==> src/rtl/fxp_iir_pkg.sv <==
package fxp_iir_pkg;

   localparam int FF_TAPS_DEFAULT    = 10;
   localparam int FB_TAPS_DEFAULT    = 2;
   localparam int WORD_WIDTH_DEFAULT = 16;
   localparam int INT_BITS_DEFAULT   = 11;

   localparam int ACTION_WIDTH    = 2;
   localparam int TAP_INDEX_WIDTH = 4;
   localparam int SAMPLE_WIDTH    = 16;

   typedef enum logic [ACTION_WIDTH-1:0] {
      ACT_SAMPLE   = 2'd0,
      ACT_FF_WRITE = 2'd1,
      ACT_FB_WRITE = 2'd2
   } action_type;

   typedef enum logic [1:0] {
      ST_IDLE,
      ST_READ,
      ST_DRAIN,
      ST_FINISH
   } state_type;

   // one tap's worth of control, aligned with the memory read data
   typedef struct packed {
      logic valid;
      logic first;
      logic last;
      logic subtract;
   } mac_ctl_type;

endpackage

==> src/rtl/fxp_iir_ram.sv <==
module fxp_iir_ram #(
   parameter int DEPTH = 12,
   parameter int WIDTH = 16
) (
   input  logic                     clock,
   input  logic                     reset,
   input  logic                     wr_en,
   input  logic [$clog2(DEPTH)-1:0] wr_addr,
   input  logic [WIDTH-1:0]         wr_data,
   input  logic [$clog2(DEPTH)-1:0] rd_addr,
   output logic [WIDTH-1:0]         rd_data
);

   logic [WIDTH-1:0] mem [DEPTH];
   logic [DEPTH-1:0] valid_ff;
   logic [WIDTH-1:0] rd_word_ff;
   logic             rd_valid_ff;

   always_ff @(posedge clock) begin
      if (wr_en) begin
         mem[wr_addr] <= wr_data;
      end
      rd_word_ff <= mem[rd_addr];
   end

   // entries never written since reset read as zero
   always_ff @(posedge clock) begin
      if (reset) begin
         valid_ff    <= '0;
         rd_valid_ff <= 1'b0;
      end else begin
         if (wr_en) begin
            valid_ff[wr_addr] <= 1'b1;
         end
         rd_valid_ff <= valid_ff[rd_addr];
      end
   end

   assign rd_data = rd_valid_ff ? rd_word_ff : '0;

endmodule

==> src/rtl/fxp_iir_mac.sv <==
module fxp_iir_mac #(
   parameter int WORD_WIDTH = 16,
   parameter int INT_BITS   = 11
) (
   input  logic                         clock,
   input  logic                         reset,
   input  fxp_iir_pkg::mac_ctl_type     ctl,
   input  logic signed [WORD_WIDTH-1:0] coef,
   input  logic signed [WORD_WIDTH-1:0] hist,
   output logic signed [WORD_WIDTH-1:0] sum,
   output logic                         done
);

   import fxp_iir_pkg::*;

   localparam int FRAC_BITS = WORD_WIDTH - INT_BITS;

   mac_ctl_type                    ctl_ff;
   logic signed [2*WORD_WIDTH-1:0] prod_ff;
   logic signed [WORD_WIDTH-1:0]   scaled;
   logic signed [WORD_WIDTH-1:0]   base;
   logic signed [WORD_WIDTH-1:0]   sum_ff;
   logic signed [WORD_WIDTH-1:0]   sum_in;
   logic                           done_ff;

   always_ff @(posedge clock) begin
      prod_ff <= coef * hist;
   end

   // floor the product to the fraction bits; only the wrapped word is kept
   generate
      if (FRAC_BITS >= 0) begin : g_shift_right
         assign scaled = prod_ff[FRAC_BITS +: WORD_WIDTH];
      end else begin : g_shift_left
         localparam int LSHIFT = INT_BITS - WORD_WIDTH;
         assign scaled = WORD_WIDTH'(prod_ff <<< LSHIFT);
      end
   endgenerate

   always_comb begin
      base   = ctl_ff.first ? '0 : sum_ff;
      sum_in = ctl_ff.subtract ? base - scaled : base + scaled;
   end

   always_ff @(posedge clock) begin
      if (ctl_ff.valid) begin
         sum_ff <= sum_in;
      end
   end

   always_ff @(posedge clock) begin
      if (reset) begin
         ctl_ff  <= '0;
         done_ff <= 1'b0;
      end else begin
         ctl_ff  <= ctl;
         done_ff <= ctl_ff.valid & ctl_ff.last;
      end
   end

   assign sum  = sum_ff;
   assign done = done_ff;

endmodule

==> src/rtl/fxp_iir_ctrl.sv <==
module fxp_iir_ctrl #(
   parameter int FF_TAPS    = 10,
   parameter int FB_TAPS    = 2,
   parameter int WORD_WIDTH = 16
) (
   input  logic                                         clock,
   input  logic                                         reset,
   input  logic                                         req_valid,
   output logic                                         req_ready,
   input  logic [fxp_iir_pkg::ACTION_WIDTH-1:0]         req_action,
   input  logic [fxp_iir_pkg::TAP_INDEX_WIDTH-1:0]      req_tap_index,
   input  logic signed [fxp_iir_pkg::SAMPLE_WIDTH-1:0]  req_value,
   output logic                                         rsp_valid,
   input  logic                                         rsp_ready,
   output logic signed [fxp_iir_pkg::SAMPLE_WIDTH-1:0]  rsp_filtered_sample,
   output logic                                         coef_wr_en,
   output logic [$clog2(FF_TAPS+FB_TAPS)-1:0]           coef_wr_addr,
   output logic [$clog2(FF_TAPS+FB_TAPS)-1:0]           coef_rd_addr,
   output logic                                         hist_wr_en,
   output logic [$clog2(FF_TAPS+FB_TAPS)-1:0]           hist_wr_addr,
   output logic signed [WORD_WIDTH-1:0]                 hist_wr_data,
   output logic [$clog2(FF_TAPS+FB_TAPS)-1:0]           hist_rd_addr,
   output logic signed [WORD_WIDTH-1:0]                 value_word,
   output fxp_iir_pkg::mac_ctl_type                     mac_ctl,
   input  logic signed [WORD_WIDTH-1:0]                 mac_sum,
   input  logic                                         mac_done
);

   import fxp_iir_pkg::*;

   localparam int NTAPS = FF_TAPS + FB_TAPS;
   localparam int AW    = $clog2(NTAPS);
   localparam int AW1   = AW + 1;
   localparam int IPW   = (FF_TAPS > 1) ? $clog2(FF_TAPS) : 1;
   localparam int OPW   = (FB_TAPS > 1) ? $clog2(FB_TAPS) : 1;
   localparam int IDXW  = TAP_INDEX_WIDTH + 1;

   state_type   state_ff, state_in;
   logic [AW-1:0]  k_ff, k_in;
   logic [IPW-1:0] in_ptr_ff, in_ptr_in, in_ptr_dec;
   logic [OPW-1:0] out_ptr_ff, out_ptr_in, out_ptr_dec;
   logic        rsp_valid_ff, rsp_valid_in;
   logic signed [SAMPLE_WIDTH-1:0] rsp_sample_ff, rsp_sample_in;
   mac_ctl_type issue, rd_ctl_ff;

   logic            slot_free;
   logic            is_sample;
   logic            last_tap;
   logic            fb_tap;
   logic [IDXW-1:0] idx_ext;
   logic [AW1-1:0]  k_ext, in_pos, out_pos;

   assign value_word = WORD_WIDTH'(req_value);
   assign slot_free  = !rsp_valid_ff || rsp_ready;
   assign is_sample  = req_action == ACT_SAMPLE;
   assign last_tap   = k_ff == AW'(NTAPS - 1);
   assign fb_tap     = AW1'(k_ff) >= AW1'(FF_TAPS);
   assign idx_ext    = IDXW'(req_tap_index);
   assign k_ext      = AW1'(k_ff);

   assign in_ptr_dec  = (in_ptr_ff == '0) ? IPW'(FF_TAPS - 1) : in_ptr_ff - 1'b1;
   assign out_ptr_dec = (out_ptr_ff == '0) ? OPW'(FB_TAPS - 1) : out_ptr_ff - 1'b1;

   // ring positions: newest word sits at the pointer, older ones follow it
   always_comb begin
      in_pos = AW1'(in_ptr_ff) + k_ext;
      if (in_pos >= AW1'(FF_TAPS)) begin
         in_pos = in_pos - AW1'(FF_TAPS);
      end
      out_pos = AW1'(out_ptr_ff) + k_ext - AW1'(FF_TAPS);
      if (out_pos >= AW1'(FB_TAPS)) begin
         out_pos = out_pos - AW1'(FB_TAPS);
      end
   end

   assign coef_rd_addr = k_ff;
   assign hist_rd_addr = fb_tap ? AW'(out_pos + AW1'(FF_TAPS)) : AW'(in_pos);

   always_comb begin
      state_in = state_ff;
      unique case (state_ff)
         ST_IDLE: begin
            if (req_valid && is_sample) begin
               state_in = ST_READ;
            end
         end
         ST_READ: begin
            if (last_tap) begin
               state_in = ST_DRAIN;
            end
         end
         ST_DRAIN: begin
            if (mac_done) begin
               state_in = ST_FINISH;
            end
         end
         ST_FINISH: begin
            if (slot_free) begin
               state_in = ST_IDLE;
            end
         end
         default: state_in = ST_IDLE;
      endcase
   end

   always_comb begin
      req_ready     = 1'b0;
      coef_wr_en    = 1'b0;
      coef_wr_addr  = AW'(idx_ext);
      hist_wr_en    = 1'b0;
      hist_wr_addr  = AW'(in_ptr_dec);
      hist_wr_data  = value_word;
      issue         = '0;
      k_in          = k_ff;
      in_ptr_in     = in_ptr_ff;
      out_ptr_in    = out_ptr_ff;
      rsp_valid_in  = rsp_valid_ff && !rsp_ready;
      rsp_sample_in = rsp_sample_ff;
      unique case (state_ff)
         ST_IDLE: begin
            req_ready = 1'b1;
            k_in      = '0;
            if (req_valid) begin
               priority if (req_action == ACT_SAMPLE) begin
                  hist_wr_en = 1'b1;
                  in_ptr_in  = in_ptr_dec;
               end else if (req_action == ACT_FF_WRITE) begin
                  coef_wr_en = idx_ext < IDXW'(FF_TAPS);
               end else if (req_action == ACT_FB_WRITE) begin
                  coef_wr_en   = idx_ext < IDXW'(FB_TAPS);
                  coef_wr_addr = AW'(idx_ext + IDXW'(FF_TAPS));
               end else begin
                  // unused code: take the word, drop it
                  coef_wr_en = 1'b0;
               end
            end
         end
         ST_READ: begin
            issue.valid    = 1'b1;
            issue.first    = k_ff == '0;
            issue.last     = last_tap;
            issue.subtract = fb_tap;
            k_in           = k_ff + 1'b1;
         end
         ST_DRAIN: begin
            k_in = '0;
         end
         ST_FINISH: begin
            if (slot_free) begin
               hist_wr_en    = 1'b1;
               hist_wr_addr  = AW'(AW1'(out_ptr_dec) + AW1'(FF_TAPS));
               hist_wr_data  = mac_sum;
               out_ptr_in    = out_ptr_dec;
               rsp_valid_in  = 1'b1;
               rsp_sample_in = SAMPLE_WIDTH'(mac_sum);
            end
         end
         default: k_in = '0;
      endcase
   end

   always_ff @(posedge clock) begin
      if (reset) begin
         state_ff     <= ST_IDLE;
         k_ff         <= '0;
         in_ptr_ff    <= '0;
         out_ptr_ff   <= '0;
         rsp_valid_ff <= 1'b0;
         rd_ctl_ff    <= '0;
      end else begin
         state_ff     <= state_in;
         k_ff         <= k_in;
         in_ptr_ff    <= in_ptr_in;
         out_ptr_ff   <= out_ptr_in;
         rsp_valid_ff <= rsp_valid_in;
         rd_ctl_ff    <= issue;
      end
   end

   always_ff @(posedge clock) begin
      rsp_sample_ff <= rsp_sample_in;
   end

   assign mac_ctl             = rd_ctl_ff;
   assign rsp_valid           = rsp_valid_ff;
   assign rsp_filtered_sample = rsp_sample_ff;

endmodule

==> src/rtl/fixed_point_iir_filter.sv <==
// Direct-form-I IIR filter in signed fixed point.
// Input channel (req_): each word carries an action, a tap index and a value.
//   A sample word is filtered and yields one rsp_ word; a feedforward or
//   feedback coefficient write updates one tap and yields nothing; a write to
//   a tap beyond the tap count, or an unused action code, is taken and dropped.
// Output channel (rsp_): one filtered sample per sample word, in order.
// A sample word is worked on to the end before another word is accepted:
//   req_ready stays low from its acceptance until its result is written to
//   the output register. The single multiply-accumulate unit steps once per
//   tap through the coefficient and history memories; each tap passes the
//   memory read, product and accumulate registers. Coefficient writes leave
//   the sequencer idle, so req_ready stays high through them.
// Reset clears the sequencer and the valid bits of both memories, so every
//   coefficient and history word reads as zero until written; no sweep is needed.
// When the receiver stalls, the finished sample holds in the output register;
//   the next word may still be accepted and worked on, and its result waits
//   until the register is free, with req_ready low meanwhile.
module fixed_point_iir_filter #(
   parameter int FF_TAPS    = fxp_iir_pkg::FF_TAPS_DEFAULT,
   parameter int FB_TAPS    = fxp_iir_pkg::FB_TAPS_DEFAULT,
   parameter int WORD_WIDTH = fxp_iir_pkg::WORD_WIDTH_DEFAULT,
   parameter int INT_BITS   = fxp_iir_pkg::INT_BITS_DEFAULT
) (
   input  logic                                        clock,
   input  logic                                        reset,
   input  logic                                        req_valid,
   output logic                                        req_ready,
   input  logic [fxp_iir_pkg::ACTION_WIDTH-1:0]        req_action,
   input  logic [fxp_iir_pkg::TAP_INDEX_WIDTH-1:0]     req_tap_index,
   input  logic signed [fxp_iir_pkg::SAMPLE_WIDTH-1:0] req_value,
   output logic                                        rsp_valid,
   input  logic                                        rsp_ready,
   output logic signed [fxp_iir_pkg::SAMPLE_WIDTH-1:0] rsp_filtered_sample
);

   import fxp_iir_pkg::*;

   localparam int NTAPS = FF_TAPS + FB_TAPS;
   localparam int AW    = $clog2(NTAPS);

   logic                         coef_wr_en;
   logic [AW-1:0]                coef_wr_addr;
   logic [AW-1:0]                coef_rd_addr;
   logic signed [WORD_WIDTH-1:0] coef_rd_data;
   logic                         hist_wr_en;
   logic [AW-1:0]                hist_wr_addr;
   logic signed [WORD_WIDTH-1:0] hist_wr_data;
   logic [AW-1:0]                hist_rd_addr;
   logic signed [WORD_WIDTH-1:0] hist_rd_data;
   logic signed [WORD_WIDTH-1:0] value_word;
   mac_ctl_type                  mac_ctl;
   logic signed [WORD_WIDTH-1:0] mac_sum;
   logic                         mac_done;

   fxp_iir_ctrl #(
      .FF_TAPS    (FF_TAPS),
      .FB_TAPS    (FB_TAPS),
      .WORD_WIDTH (WORD_WIDTH)
   ) u_ctrl (
      .clock               (clock),
      .reset               (reset),
      .req_valid           (req_valid),
      .req_ready           (req_ready),
      .req_action          (req_action),
      .req_tap_index       (req_tap_index),
      .req_value           (req_value),
      .rsp_valid           (rsp_valid),
      .rsp_ready           (rsp_ready),
      .rsp_filtered_sample (rsp_filtered_sample),
      .coef_wr_en          (coef_wr_en),
      .coef_wr_addr        (coef_wr_addr),
      .coef_rd_addr        (coef_rd_addr),
      .hist_wr_en          (hist_wr_en),
      .hist_wr_addr        (hist_wr_addr),
      .hist_wr_data        (hist_wr_data),
      .hist_rd_addr        (hist_rd_addr),
      .value_word          (value_word),
      .mac_ctl             (mac_ctl),
      .mac_sum             (mac_sum),
      .mac_done            (mac_done)
   );

   // feedforward taps first, feedback taps after them
   fxp_iir_ram #(
      .DEPTH (NTAPS),
      .WIDTH (WORD_WIDTH)
   ) u_coef_ram (
      .clock   (clock),
      .reset   (reset),
      .wr_en   (coef_wr_en),
      .wr_addr (coef_wr_addr),
      .wr_data (value_word),
      .rd_addr (coef_rd_addr),
      .rd_data (coef_rd_data)
   );

   // input history ring, then output history ring
   fxp_iir_ram #(
      .DEPTH (NTAPS),
      .WIDTH (WORD_WIDTH)
   ) u_hist_ram (
      .clock   (clock),
      .reset   (reset),
      .wr_en   (hist_wr_en),
      .wr_addr (hist_wr_addr),
      .wr_data (hist_wr_data),
      .rd_addr (hist_rd_addr),
      .rd_data (hist_rd_data)
   );

   fxp_iir_mac #(
      .WORD_WIDTH (WORD_WIDTH),
      .INT_BITS   (INT_BITS)
   ) u_mac (
      .clock (clock),
      .reset (reset),
      .ctl   (mac_ctl),
      .coef  (coef_rd_data),
      .hist  (hist_rd_data),
      .sum   (mac_sum),
      .done  (mac_done)
   );

endmodule
==> config.mk <==
export PLATFORM = sky130hd
export DESIGN_NAME = fixed_point_iir_filter
export DESIGN_NICKNAME = d
export VERILOG_FILES = /design/src/rtl/fxp_iir_pkg.sv /design/src/rtl/fxp_iir_ram.sv /design/src/rtl/fxp_iir_mac.sv /design/src/rtl/fxp_iir_ctrl.sv /design/src/rtl/fixed_point_iir_filter.sv
export SDC_FILE = /design/constraint.sdc
export NUM_CORES = 1
export LEC_CHECK = 0
export BUFFER_PORTS_ARGS = -buffer_cell sky130_fd_sc_hd__buf_4
export CORE_MARGIN = 4
export CORE_UTILIZATION = 64
export CTS_CLUSTER_SIZE = 24
export DETAILED_ROUTE_END_ITERATION = 10
export PLACE_DENSITY = 0.85
export SYNTH_ARGS = -nofsm -noshare
export SYNTH_HDL_FRONTEND = slang
export SYNTH_SLANG_ARGS = --single-unit
==> constraint.sdc <==
create_clock -name clock -period 7 [get_ports clock]
set_clock_uncertainty 0.15 [all_clocks]
set_input_delay 1.4 -clock clock [delete_from_list [all_inputs] [get_ports clock]]
set_output_delay 1.4 -clock clock [all_outputs]
set_load 0.05 [all_outputs]
==> summary.md <==
| Metric | Value |
|---|---|
| IO Port Bufs | `43` |
| GRT Util Overall | `0.307` |
| Unrepaired setup endpoints after global routing | `no` |
| Max VDD drop | `0.309 mV` |
| CP Cell Sequence | `buf_4 > nand2_1 > nor2_1 > fa_1 > inv_1 > fa_1 > inv_1 > fa_1 > inv_1 > fa_1 > inv_1 > fa_1 > inv_1 > fa_1 > inv_1 > ha_1 > a21o_1 > a21oi_1 > o21ai_0 > o21a_1 > o41ai_1 > o21bai_1 > xor2_1` |
| WP buf/inv | `7` |
| Routed length per placed instance | `24.9 um` |
| Crit path max-delay family | `adder cells` |
| EDFF count, synth | `416` |
| Total power | `7.03 mW` |
| Worst reg2reg path startpoint | `u_hist_ram.rd_valid_ff$_SDFF_PP0_` |
| DP Wirelength | `45100 um` |
| Launch point of the worst hold path | `u_ctrl.mac_ctl[3]$_SDFF_PP0_` |
| Clock transition at path regs | `0.07 ns` |
| Placed Cells | `2625` |
| Layout cells sized above 1 | `0.131` |
| Max clock buf depth | `3` |
| Distinct cells, synth | `72` |
| Non-Filler Instances | `2715` |
| Slowest-stage cell, CP | `o41ai_1` |
| CP Capture Type | `flip-flop` |
| Element type at the critical path start | `flip-flop` |
| First DRT Iteration DRCs | `1750` |
| Worst EP arrival | `6.95 ns` |
| # Max-Cap Violations | `0` |
| Power Density | `239 mW/mm^2` |
| Die Span Y | `213 um` |
| Post-CTS Hold Buffers | `0` |
| Mean Syn Cell Area | `12.9 um^2` |
| Post-Syn Area | `0.0270 mm^2` |
| CTS tree | `yes` |
| Final Hold Viols | `0` |
| Core Region | `0.0412 mm^2` |
| DP Area | `0.0279 mm^2` |
| Tcrit/Tclk final | `0.946` |
| GP Congestion | `1.01` |
| Mapped Cells | `2094` |
| Final setup viols | `0` |
| Post-CTS setup buffer count | `0` |
| Max-Slew Margin vs Limit | `0.194` |
| Root Driver | `clkbuf_16` |
| Gr ovfl total | `0` |
| Tmin final | `6.62 ns` |
| Nets | `2420` |
| Core Util, Final | `0.715` |
| Total wire length | `67700 um` |
| Worst slew pin tran | `1.21 ns` |
| Row cnt | `74` |
| Pre-Repair DR Iteration Count | `7` |
| Multi-input logic area | `0.0114 mm^2` |
| DRC errors left | `0` |
| Horiz. Die Dim | `213 um` |
| Hold Path Class | `reg -> reg` |
| Largest net degree at the start of global routing | `72` |
| Vias per cell | `6.16` |
| Hold path cells | `1` |
| I/O Pins | `44` |
| Vias in the first global route | `17600` |
| Crit-path max FO | `30` |
| Ys async rst share | `0` |
| Initial antenna violation count | `1` |
| Fillers | `2598` |
| Register area | `0.0144 mm^2` |
| Total CTS buffers | `48` |
| Slowest stage delay, CP | `0.57 ns` |
| CTS sink count | `511` |
| Top_reg_cell synth | `edfxtp_1` |
| Post-route cell area | `0.0295 mm^2` |
| Lkg Pwr | `10.7 nW` |
| Vias | `16700` |
| Highest Clock Rate | `0.151 GHz` |
| Outcome | `finished, final reports clean` |
| Reg2reg path depth | `23` |
| Hold Slack | `0.296 ns` |
| Synth Register Bits | `511` |
| Reg-to-reg setup timing slack | `0.38 ns` |
| Clk_lat worst skew | `0.60 ns` |
| CP Class | `reg -> reg` |
| Full die area | `0.0455 mm^2` |
| Post-synthesis net count | `2371` |
| Initial core utilization | `0.655` |
| Max Slew Vio Count | `0` |
| Sum Neg Setup Slack | `0 ns` |
| Layout area overhead | `9.27%` |
| First-pass GRT wire length | `104000 um` |
| Detail Route Antenna Nets | `0` |
| Worst r2r dst | `u_mac.prod_ff[19]$_DFF_P_` |
| Seq/Total Area, Yosys | `0.534` |
| Hold worst-path end | `u_mac.ctl_ff[3]$_SDFF_PP0_` |
| Post-CTS Resized | `0` |
| Worst EP required | `7.34 ns` |
| H-tree depth | `2` |
| Yosys warns | `0` |
| Worst setup margin | `0.381 ns` |
| Pre-CTS WS | `0.392 ns` |
[cells in the mapped netlist (8+ instances only)]
cell	count	area, um^2
a21oi_1	30	150
a31oi_1	20	125
and2_1	23	144
buf_1	12	45.0
clkbuf_1	56	210
dfxtp_1	95	1900
edfxtp_1	416	12500
fa_1	150	3000
ha_1	101	1260
inv_1	214	803
mux2_2	48	541
mux2i_1	95	951
mux4_2	52	1170
nand2_1	217	815
nand2b_1	14	87.6
nand3_1	42	210
nor2_1	245	920
nor2b_1	27	169
nor3_1	24	120
o211ai_1	18	135
o21a_1	8	60.1
o21ai_0	14	70.1
o221ai_2	9	135
xnor2_1	62	543
xor2_1	14	123
[layout by cell type, fill, tap and decap left out, types with 4 or more instances in the layout]
| master | netlist | final |
|---|---|---|
| clkbuf_1 | 56 | 11 |
| o211ai_1 | 18 | 18 |
| fa_1 | 150 | 150 |
| a31oi_1 | 20 | 20 |
| bufinv_16 | 0 | 4 |
| xor2_1 | 14 | 14 |
| clkbuf_16 | 0 | 49 |
| and2_1 | 23 | 23 |
| ha_1 | 101 | 101 |
| nand2_1 | 217 | 217 |
| mux4_2 | 52 | 52 |
| xnor2_1 | 62 | 62 |
| o221ai_2 | 9 | 9 |
| a21oi_1 | 30 | 30 |
| nor3b_2 | 1 | 4 |
| clkinv_1 | 1 | 10 |
| buf_4 | 5 | 84 |
| nor4_1 | 5 | 5 |
| nand2b_1 | 14 | 14 |
| dfxtp_1 | 95 | 93 |
| nor2_1 | 245 | 241 |
| nor3_1 | 24 | 22 |
| nor2_2 | 0 | 4 |
| nand3_1 | 42 | 42 |
| mux2i_1 | 95 | 94 |
| nor2b_1 | 27 | 27 |
| edfxtp_1 | 416 | 416 |
| o221ai_1 | 6 | 6 |
| o21a_1 | 8 | 8 |
| inv_1 | 214 | 214 |
| mux2_2 | 48 | 48 |
| or4_1 | 4 | 4 |
| clkinv_2 | 0 | 6 |
| o21ai_0 | 14 | 13 |
[report_power, final]
group	leakage (nW)	switching (mW)	internal, mW
clock	0.748	1.16	1.45
combinational	5.46	0.536	0.376
sequential	4.52	0.0961	3.41
total	10.7	1.79	5.24
[flip-flops by register name (all words and copies together) (netlist names)]
register / cells
u_coef_ram.mem: 192
u_coef_ram.rd_valid_ff: 1
u_coef_ram.rd_word_ff: 16
u_coef_ram.valid_ff: 12
u_ctrl.coef_rd_addr: 4
u_ctrl.in_ptr_ff: 4
u_ctrl.mac_ctl: 4
u_ctrl.out_ptr_ff: 1
u_ctrl.rsp_filtered_sample: 16
u_ctrl.rsp_valid: 1
u_ctrl.state_ff: 2
u_hist_ram.mem: 192
u_hist_ram.rd_valid_ff: 1
u_hist_ram.rd_word_ff: 16
u_hist_ram.valid_ff: 12
u_mac.ctl_ff: 4
u_mac.done: 1
u_mac.prod_ff: 16
u_mac.sum: 16
[how the worst max path moves through the flow]
stage                                            startpoint                         to  slack (ns)  cells past startpoint
after detailed placement  u_hist_ram.rd_valid_ff$_SDFF_PP0_  u_mac.prod_ff[20]$_DFF_P_        0.39                     23
after global placement    u_hist_ram.rd_valid_ff$_SDFF_PP0_  u_mac.prod_ff[20]$_DFF_P_        0.52                     23
after global routing      u_hist_ram.rd_valid_ff$_SDFF_PP0_  u_mac.prod_ff[20]$_DFF_P_        0.07                     23
after floorplan           u_coef_ram.rd_valid_ff$_SDFF_PP0_  u_mac.prod_ff[20]$_DFF_P_        0.59                     21
after CTS                 u_hist_ram.rd_valid_ff$_SDFF_PP0_  u_mac.prod_ff[20]$_DFF_P_        0.39                     23
final                     u_hist_ram.rd_valid_ff$_SDFF_PP0_  u_mac.prod_ff[19]$_DFF_P_        0.38                     23
[cell families (layout without fill, tap and decap cells)]
logic type               count (synthesis)  count (layout)  share of synthesized area
multiplexers                           195             195                     0.0987
XOR/XNOR                                77              77                     0.0253
AO/OA/AOI/OAI                          136             136                     0.0374
buffers and inverters                  302             390                     0.0467
other                                    0               1                          0
AND/OR/NAND/NOR                        622             622                     0.0999
adder cells (fa/ha/maj)                251             251                      0.158
flip-flops                             511             511                      0.534
[per-layer routing]
layer,up-vias,track usage,wire length [um]
met5,-,0,0
met4,0,0.114,2940
met3,192,0.0527,5350
met2,835,0.521,33800
met1,8374,0.403,25600
li1,7315,-,-
[cell type report]
cell class,instances,share of cell area
Sequential cell,511,0.489
Clock buffer,60,0.0430
Timing Repair Buffer,85,0.0221
Inverter,216,0.0275
Antenna cell,1,0.0000849
Tap cell,532,0.0226
Multi-Input combinational cell,1281,0.386
Clock inverter,29,0.0100
Power figures use the tool's default switching activity.
